[config.mk]
export PLATFORM = sky130hd
export DESIGN_NAME = bpe_pretokenizer_splitter
export DESIGN_NICKNAME = d
export VERILOG_FILES = /design/src/bps_pkg.sv /design/src/bps_front.sv /design/src/bps_fifo.sv /design/src/bps_back.sv /design/src/bpe_pretokenizer_splitter.sv
export SDC_FILE = /design/constraint.sdc
export NUM_CORES = 1
export LEC_CHECK = 0
export BUFFER_PORTS_ARGS = -buffer_cell sky130_fd_sc_hd__buf_2
export CAP_MARGIN = 20
export CORE_ASPECT_RATIO = 0.5
export CORE_MARGIN = 1
export CORE_UTILIZATION = 35
export DETAILED_ROUTE_END_ITERATION = 7
export SLEW_MARGIN = 5
export SYNTH_ARGS = -nofsm -noshare
export SYNTH_HDL_FRONTEND = slang
export SYNTH_HIERARCHICAL = 1
export SYNTH_SLANG_ARGS = --single-unit
[constraint.sdc]
create_clock -name clk_i -period 3.3 [get_ports clk_i]
set_clock_uncertainty 0.05 [all_clocks]
set_input_delay 0.495 -clock clk_i [delete_from_list [all_inputs] [get_ports clk_i]]
set_output_delay 0.495 -clock clk_i [all_outputs]
set_load 0.01 [all_outputs]
[src/bps_pkg.sv]
package bps_pkg;

  typedef enum logic [1:0] {
    MODE_NONE  = 2'd0,
    MODE_ALNUM = 2'd1,
    MODE_UTF8  = 2'd2
  } run_mode_e;

  localparam logic [7:0] Utf8LeadMin = 8'h80;
  localparam logic [7:0] Mask2       = 8'hE0;
  localparam logic [7:0] Lead2       = 8'hC0;
  localparam logic [7:0] Mask3       = 8'hF0;
  localparam logic [7:0] Lead3       = 8'hE0;
  localparam logic [7:0] Mask4       = 8'hF8;
  localparam logic [7:0] Lead4       = 8'hF0;

  // one queue entry: first result, optional second result, text end on the last of them
  typedef struct packed {
    logic [7:0] byte0;
    logic       start0;
    logic       has1;
    logic [7:0] byte1;
    logic       start1;
    logic       last;
  } entry_t;

  function automatic logic is_ws(input logic [7:0] b);
    return (b == 8'h20) || (b == 8'h09) || (b == 8'h0A) || (b == 8'h0D);
  endfunction

  function automatic logic is_alnum(input logic [7:0] b);
    return ((b >= 8'h30) && (b <= 8'h39)) || ((b >= 8'h61) && (b <= 8'h7A)) ||
           ((b >= 8'h41) && (b <= 8'h5A));
  endfunction

  function automatic logic [1:0] extra_bytes(input logic [7:0] b);
    logic [1:0] n;
    n = 2'd0;
    if (b >= Utf8LeadMin) begin
      if ((b & Mask2) == Lead2) n = 2'd1;
      else if ((b & Mask3) == Lead3) n = 2'd2;
      else if ((b & Mask4) == Lead4) n = 2'd3;
    end
    return n;
  endfunction

endpackage

[src/bps_front.sv]
module bps_front (
  input  logic            clk_i,
  input  logic            rst_ni,
  input  logic            in_valid_i,
  output logic            in_stall_o,
  input  logic [7:0]      text_byte_i,
  input  logic            text_last_i,
  input  logic            q_full_i,
  output logic            push_o,
  output bps_pkg::entry_t push_entry_o
);
  import bps_pkg::*;

  logic       held_valid_q, held_valid_d;
  logic [7:0] held_space_q, held_space_d;
  logic       held_first_q, held_first_d;
  run_mode_e  mode_q, mode_d;
  logic [1:0] remain_q, remain_d;
  logic       acc;
  logic       ws, alnum, hi_bit, cont;
  entry_t     e;

  assign in_stall_o = q_full_i;
  assign acc        = in_valid_i && !q_full_i;
  assign ws         = is_ws(text_byte_i);
  assign alnum      = is_alnum(text_byte_i);
  assign hi_bit     = text_byte_i[7];
  assign cont       = ((mode_q == MODE_ALNUM) && alnum) || ((mode_q == MODE_UTF8) && hi_bit);

  always_comb begin
    held_valid_d = held_valid_q;
    held_space_d = held_space_q;
    held_first_d = held_first_q;
    mode_d       = mode_q;
    remain_d     = remain_q;
    push_o       = 1'b0;
    e            = '0;
    if (acc) begin
      priority if (remain_q != 2'd0) begin
        // owed sequence bytes join the piece whatever they are
        remain_d = remain_q - 2'd1;
        push_o   = 1'b1;
        e.byte0  = text_byte_i;
      end else if (ws) begin
        mode_d = MODE_NONE;
        if (held_valid_q) begin
          push_o   = 1'b1;
          e.byte0  = held_space_q;
          e.start0 = held_first_q;
          if (text_last_i) begin
            e.has1   = 1'b1;
            e.byte1  = text_byte_i;
            e.start1 = 1'b1;
          end
        end else if (text_last_i) begin
          push_o   = 1'b1;
          e.byte0  = text_byte_i;
          e.start0 = 1'b1;
        end
        if (!text_last_i) begin
          held_valid_d = 1'b1;
          held_space_d = text_byte_i;
          held_first_d = !held_valid_q;
        end
      end else begin
        push_o = 1'b1;
        if (held_valid_q) begin
          // held whitespace opens the piece, this byte continues it
          e.byte0      = held_space_q;
          e.start0     = 1'b1;
          e.has1       = 1'b1;
          e.byte1      = text_byte_i;
          held_valid_d = 1'b0;
          held_first_d = 1'b0;
          held_space_d = 8'h00;
        end else begin
          e.byte0  = text_byte_i;
          e.start0 = !cont;
        end
        if (alnum) begin
          mode_d = MODE_ALNUM;
        end else if (hi_bit) begin
          mode_d   = MODE_UTF8;
          remain_d = extra_bytes(text_byte_i);
        end else begin
          mode_d = MODE_NONE;
        end
      end
      if (text_last_i) begin
        e.last       = 1'b1;
        held_valid_d = 1'b0;
        held_space_d = 8'h00;
        held_first_d = 1'b0;
        mode_d       = MODE_NONE;
        remain_d     = 2'd0;
      end
    end
  end

  assign push_entry_o = e;

  always_ff @(posedge clk_i or negedge rst_ni) begin
    if (!rst_ni) begin
      held_valid_q <= 1'b0;
      held_space_q <= 8'h00;
      held_first_q <= 1'b0;
      mode_q       <= MODE_NONE;
      remain_q     <= 2'd0;
    end else begin
      held_valid_q <= held_valid_d;
      held_space_q <= held_space_d;
      held_first_q <= held_first_d;
      mode_q       <= mode_d;
      remain_q     <= remain_d;
    end
  end

endmodule

[src/bps_fifo.sv]
module bps_fifo #(
  parameter int Depth = 4
) (
  input  logic            clk_i,
  input  logic            rst_ni,
  input  logic            push_i,
  input  bps_pkg::entry_t push_entry_i,
  input  logic            pop_i,
  output bps_pkg::entry_t head_o,
  output logic            empty_o,
  output logic            full_o
);
  import bps_pkg::*;

  localparam int PtrW = (Depth > 1) ? $clog2(Depth) : 1;
  localparam int CntW = $clog2(Depth + 1);

  entry_t            mem_q [Depth];
  logic [PtrW-1:0]   wr_q, rd_q;
  logic [CntW-1:0]   cnt_q;
  logic              do_push, do_pop;

  assign empty_o = (cnt_q == '0);
  assign full_o  = (cnt_q == CntW'(Depth));
  assign do_push = push_i && !full_o;
  assign do_pop  = pop_i && !empty_o;
  assign head_o  = mem_q[rd_q];

  always_ff @(posedge clk_i) begin
    if (do_push) mem_q[wr_q] <= push_entry_i;
  end

  always_ff @(posedge clk_i or negedge rst_ni) begin
    if (!rst_ni) begin
      wr_q  <= '0;
      rd_q  <= '0;
      cnt_q <= '0;
    end else begin
      if (do_push) wr_q <= (wr_q == PtrW'(Depth - 1)) ? '0 : wr_q + PtrW'(1);
      if (do_pop)  rd_q <= (rd_q == PtrW'(Depth - 1)) ? '0 : rd_q + PtrW'(1);
      unique case ({do_push, do_pop})
        2'b10:   cnt_q <= cnt_q + CntW'(1);
        2'b01:   cnt_q <= cnt_q - CntW'(1);
        default: cnt_q <= cnt_q;
      endcase
    end
  end

endmodule

[src/bps_back.sv]
module bps_back (
  input  logic            clk_i,
  input  logic            rst_ni,
  input  bps_pkg::entry_t head_i,
  input  logic            empty_i,
  output logic            pop_o,
  output logic            out_valid_o,
  input  logic            out_stall_i,
  output logic [7:0]      out_byte_o,
  output logic            piece_start_o,
  output logic            text_end_o
);
  import bps_pkg::*;

  logic       sub_q, sub_d;
  logic       valid_q, valid_d;
  logic [7:0] byte_q, byte_d;
  logic       start_q, start_d;
  logic       end_q, end_d;
  logic       load;

  // output register frees when empty or when its transfer completes
  assign load = !valid_q || !out_stall_i;

  always_comb begin
    sub_d   = sub_q;
    valid_d = valid_q;
    byte_d  = byte_q;
    start_d = start_q;
    end_d   = end_q;
    pop_o   = 1'b0;
    if (load) begin
      valid_d = !empty_i;
      if (!empty_i) begin
        if (sub_q) begin
          byte_d  = head_i.byte1;
          start_d = head_i.start1;
          end_d   = head_i.last;
          sub_d   = 1'b0;
          pop_o   = 1'b1;
        end else begin
          byte_d  = head_i.byte0;
          start_d = head_i.start0;
          end_d   = head_i.last && !head_i.has1;
          sub_d   = head_i.has1;
          pop_o   = !head_i.has1;
        end
      end
    end
  end

  always_ff @(posedge clk_i or negedge rst_ni) begin
    if (!rst_ni) begin
      sub_q   <= 1'b0;
      valid_q <= 1'b0;
    end else begin
      sub_q   <= sub_d;
      valid_q <= valid_d;
    end
  end

  always_ff @(posedge clk_i) begin
    byte_q  <= byte_d;
    start_q <= start_d;
    end_q   <= end_d;
  end

  assign out_valid_o   = valid_q;
  assign out_byte_o    = byte_q;
  assign piece_start_o = start_q;
  assign text_end_o    = end_q;

endmodule

[src/bpe_pretokenizer_splitter.sv]
// Byte-level pre-tokenizer splitter. Text bytes enter on the input channel
// (in_valid_i / in_stall_o, text_byte_i, text_last_i) and leave in the same
// order on the output channel (out_valid_o / out_stall_i) tagged with
// piece_start_o, and text_end_o on the final byte of each text.
// The front classifies each byte and tracks the open piece; whitespace is
// held back one byte. Results go into a QueueDepth-entry queue that the back
// drains through a registered output stage.
// Throughput: one byte per cycle while the queue is not full. A byte that
// follows held whitespace yields two results, which the back sends one at
// a time; the held byte itself yielded none, so the queue absorbs the
// difference. A result passes through the queue and the output register
// before it is valid; a held whitespace byte appears only after the next
// byte (or at text end). Reset clears the held byte, the run state and the
// queue; nothing is pending afterwards. When the receiver stalls, the output
// holds steady and the queue fills; in_stall_o rises once the queue is full.
module bpe_pretokenizer_splitter #(
  parameter int QueueDepth = 4
) (
  input  logic       clk_i,
  input  logic       rst_ni,
  input  logic       in_valid_i,
  output logic       in_stall_o,
  input  logic [7:0] text_byte_i,
  input  logic       text_last_i,
  output logic       out_valid_o,
  input  logic       out_stall_i,
  output logic [7:0] out_byte_o,
  output logic       piece_start_o,
  output logic       text_end_o
);
  import bps_pkg::*;

  logic   push, pop, q_empty, q_full;
  entry_t push_entry, head;

  bps_front u_front (
    .clk_i        (clk_i),
    .rst_ni       (rst_ni),
    .in_valid_i   (in_valid_i),
    .in_stall_o   (in_stall_o),
    .text_byte_i  (text_byte_i),
    .text_last_i  (text_last_i),
    .q_full_i     (q_full),
    .push_o       (push),
    .push_entry_o (push_entry)
  );

  bps_fifo #(
    .Depth (QueueDepth)
  ) u_fifo (
    .clk_i        (clk_i),
    .rst_ni       (rst_ni),
    .push_i       (push),
    .push_entry_i (push_entry),
    .pop_i        (pop),
    .head_o       (head),
    .empty_o      (q_empty),
    .full_o       (q_full)
  );

  bps_back u_back (
    .clk_i         (clk_i),
    .rst_ni        (rst_ni),
    .head_i        (head),
    .empty_i       (q_empty),
    .pop_o         (pop),
    .out_valid_o   (out_valid_o),
    .out_stall_i   (out_stall_i),
    .out_byte_o    (out_byte_o),
    .piece_start_o (piece_start_o),
    .text_end_o    (text_end_o)
  );

endmodule

==> impl_results.md <==
- Via count: 2712
- Area share of the largest cell type after synthesis: 54.0%
- FF+latch area: 0.00328 mm²
- Worst slew pin tran: 0.955 ns
- Register area share after synthesis: 65.5%
- Cts hold-fix bufs: 0
- Worst Setup End Kind: register
- CP Launch Type: register
- Critical Path Start: u_fifo/rd_q[0]
- Leakage power: 0.00222 µW
- Max Cap Violations: 0
- Synth cell types: 58
- Chip Height: 86.5 µm
- Multi-input gate area: 0.00158 mm²
- HP Class: input pin to async pin
- RSZ-0062 raised after global routing: no
- Initial antenna violation count: 0
- Avg Synthesized Cell Area: 16.9 µm²
- Final hold violation count: 0
- Core area: about 0.014 mm²
- Clk root buf: clkbuf_16
- Initial Util: 36.4%
- TritonCTS buffer count: 17
- Cell area power density: 900 mW/mm²
- Final Max Slew Viols: 0
- Worst-path maximum fanout: 3
- Endpoints failing setup: 0
- Proportion of layout cells with a drive suffix above 1: 33.4%
- Final TNS setup: 0 ns
- Fmax achieved: slightly below 0.4 GHz
- Ratio of final minimum period to clock period: 77.3%
- First-pass iteration count of the detailed router: 4
- Num ports: 25
- #FFs+latches synth: 113
- Clk slew on worst S/H paths: 0.05 ns
- CP max-delay cell: mux4_2
- Dpl ws: 0.450 ns
- Post-DR wirelength/cell: roughly 18 µm
- Flop-to-flop setup slack: 0.75 ns
- Top cells by area, synth: edfxtp_1 (54%), dfrtp_1 (12%), mux4_2 (8.1%)
- Mapped Cells: about 300
- Synth warnings: 6
- Utilization after layout: 43.2%
- Mux share of post-synthesis cell area: 13.4%
- Clk buf depth: 2
- Nets: ~350
- Compound-cell area share of the yosys netlist: 6.88%
- Global route total overflow: 0
- 1st-iter DRT viols: 296
- First-pass GRT wire length: roughly 16000 µm
- Core Rows: 30
- CP bufs+invs: 2
- Full die area: approximately 0.015 mm²
- Critical Path AT: 2.82 ns
- Clk_lat worst skew: approximately 0.4 ns
- Syn_nets: 316
- CTS tree: done
- Post-Synth XOR/XNOR Area: less than 1%
- Fill cells: 1212
- CP Data Required Time: 3.57 ns
- Adder-cell area share of the yosys netlist: ~1.9%
- Antenna diodes: 0
- Largest net degree at the start of global routing: 24
- Post-DP HPWL: 6400 µm
- Die extent in x: roughly 170 µm
- CP top delay family: simple AND/OR/NAND/NOR gates
- CP Cell Sequence: mux4_2, nor2b_1, nor2b_1, nand2b_4, inv_1, ha_1, inv_1, fa_1, xor2_1, nor2_1, xor2_1
- Via density: 5.03
- Crit Reg-Reg Endpoint: u_fifo/cnt_q[2]
- PnR worst setup slack: 0.748 ns
- Worst stage delay on the critical path: 0.50 ns
- Post-CTS setup buffer count: 0
- Post-Syn Area: 0.00500 mm²
- Leading cell types in the layout, fill and taps excluded: edfxtp_1 (90), buf_2 (24), dfrtp_1 (23), nand2_1 (20), mux4_2 (18)
- EDFF count, synth: 90
- Critical path class: register to register
- Final wirelength: 9900 µm
- Worst Reg-to-Reg Cells: 11
- Area Growth Syn to Fin: 18.7%
- Reg2reg start: u_fifo/rd_q[0]
- Htree depth: 4
- Largest family of logic cells by synthesized area: multiplexers
- TritonCTS Sinks: 113
- Simple-Gate Fraction of Synth Area: under 10%
- DRT antenna net count: 0
- Drt drc: 0
- GRT Util Overall: 14.9%
- Ys flop type: edfxtp_1
- Async SR Flop Fraction: 20.4%
- Routability congestion estimate: 0.898
- Commonest non-fill, non-tap cell in the layout: edfxtp_1
- Cell taking the most area after synthesis: edfxtp_1
- Vias in the first global route: 2888
- Maximum VDD drop: roughly 0.37 mV
- Post_cts resized: 0
- Outcome: finished, final reports clean
- Max-slew headroom: between 30% and 40%
- PortBufs: 24
- Worst hold margin: 0.0327 ns
- Post-layout min period: 2.55 ns
## kinds of logic after synthesis
family,count (synthesis)
simple gates,69
xor+xnor,3
buf+inv,24
mux,35
fa+ha+maj,7
flops,113
compound gates,45
## where the power goes
| part | switching (µW) | leakage [µW] | total, µW | internal [µW] |
|---|---|---|---|---|
| registers | 119 | 0.00117 | 2060 | 1940 |
| clock network | 631 | 0.000294 | 1890 | 1260 |
| logic | 712 | 0.000750 | 1400 | 686 |
| total | 1460 | 0.00222 | 5340 | 3880 |
## per-stage QoR
stage | cells | total power [µW] | cell area (µm²)
final | 539 | 5340 | 5930
after global routing | 539 | 5590 | 5930
after CTS | 539 | 5410 | 5930
after detailed placement | 507 | 3510 | 5320
after global placement | 507 | 3450 | 5320
after floorplan | 296 | 3140 | 5000
## Yosys cell counts (2+ instances only)
cell type / count
a31oi_1: 2
a21oi_1: 11
a22oi_1: 2
mux4_2: 18
o21ai_0: 8
clkbuf_1: 3
xor2_1: 2
nor3_1: 5
nor3b_1: 6
mux2_4: 12
and2_1: 5
a311oi_1: 5
edfxtp_1: 90
buf_2: 2
nand2_1: 20
and2_2: 4
mux4_1: 2
mux2_2: 2
and2b_2: 2
a32o_1: 6
ha_1: 6
inv_1: 11
buf_6: 5
nor2b_1: 4
nor3_2: 2
dfrtp_1: 23
nor2_1: 7
## how the worst max path moves through the flow
stage | to | cells after the start | slack, ns
3_5_place_dp | u_fifo/cnt_q[2] | 13 | 0.45
5_1_grt | u_fifo/cnt_q[2] | 11 | 0.61
3_3_place_gp | u_fifo/cnt_q[2] | 13 | 0.57
2_1_floorplan | u_fifo/cnt_q[2] | 12 | 0.64
4_1_cts | u_fifo/cnt_q[2] | 11 | 0.72
6_report | u_fifo/cnt_q[2] | 11 | 0.75
## registers in the layout, summed over array words and instances, names as in the netlist
signal and cells:
u_fifo/mem_q 80, u_back/out_byte_o 8, u_front/held_space_q 8, u_fifo/cnt_q 3, u_fifo/rd_q 2, u_fifo/wr_q 2
u_front/mode_q 2, u_front/remain_q 2, u_back/out_valid_o 1, u_back/piece_start_o 1, u_back/sub_q 1, u_back/text_end_o 1
u_front/held_first_q 1, u_front/held_valid_q 1
## per-layer routing
metal  GRT usage [%]  vias to the layer above  part of all wire (%)
met4            6.57                        0                   1.5
met1            19.4                     1387                    45
met2            23.9                       68                    48
li1                -                     1243                     -
met3            3.70                       14                   5.0
met5               0                        -                     0
## cell type report
class	count	area share, %
inverters	11	0.696
flip-flops and latches	113	55.2
clock inverters	15	3.23
well taps	192	4.05
clock buffers	17	7.17
repair buffers	32	3.04
multi-input cells	159	26.6
(Power assumes the default switching activity.)
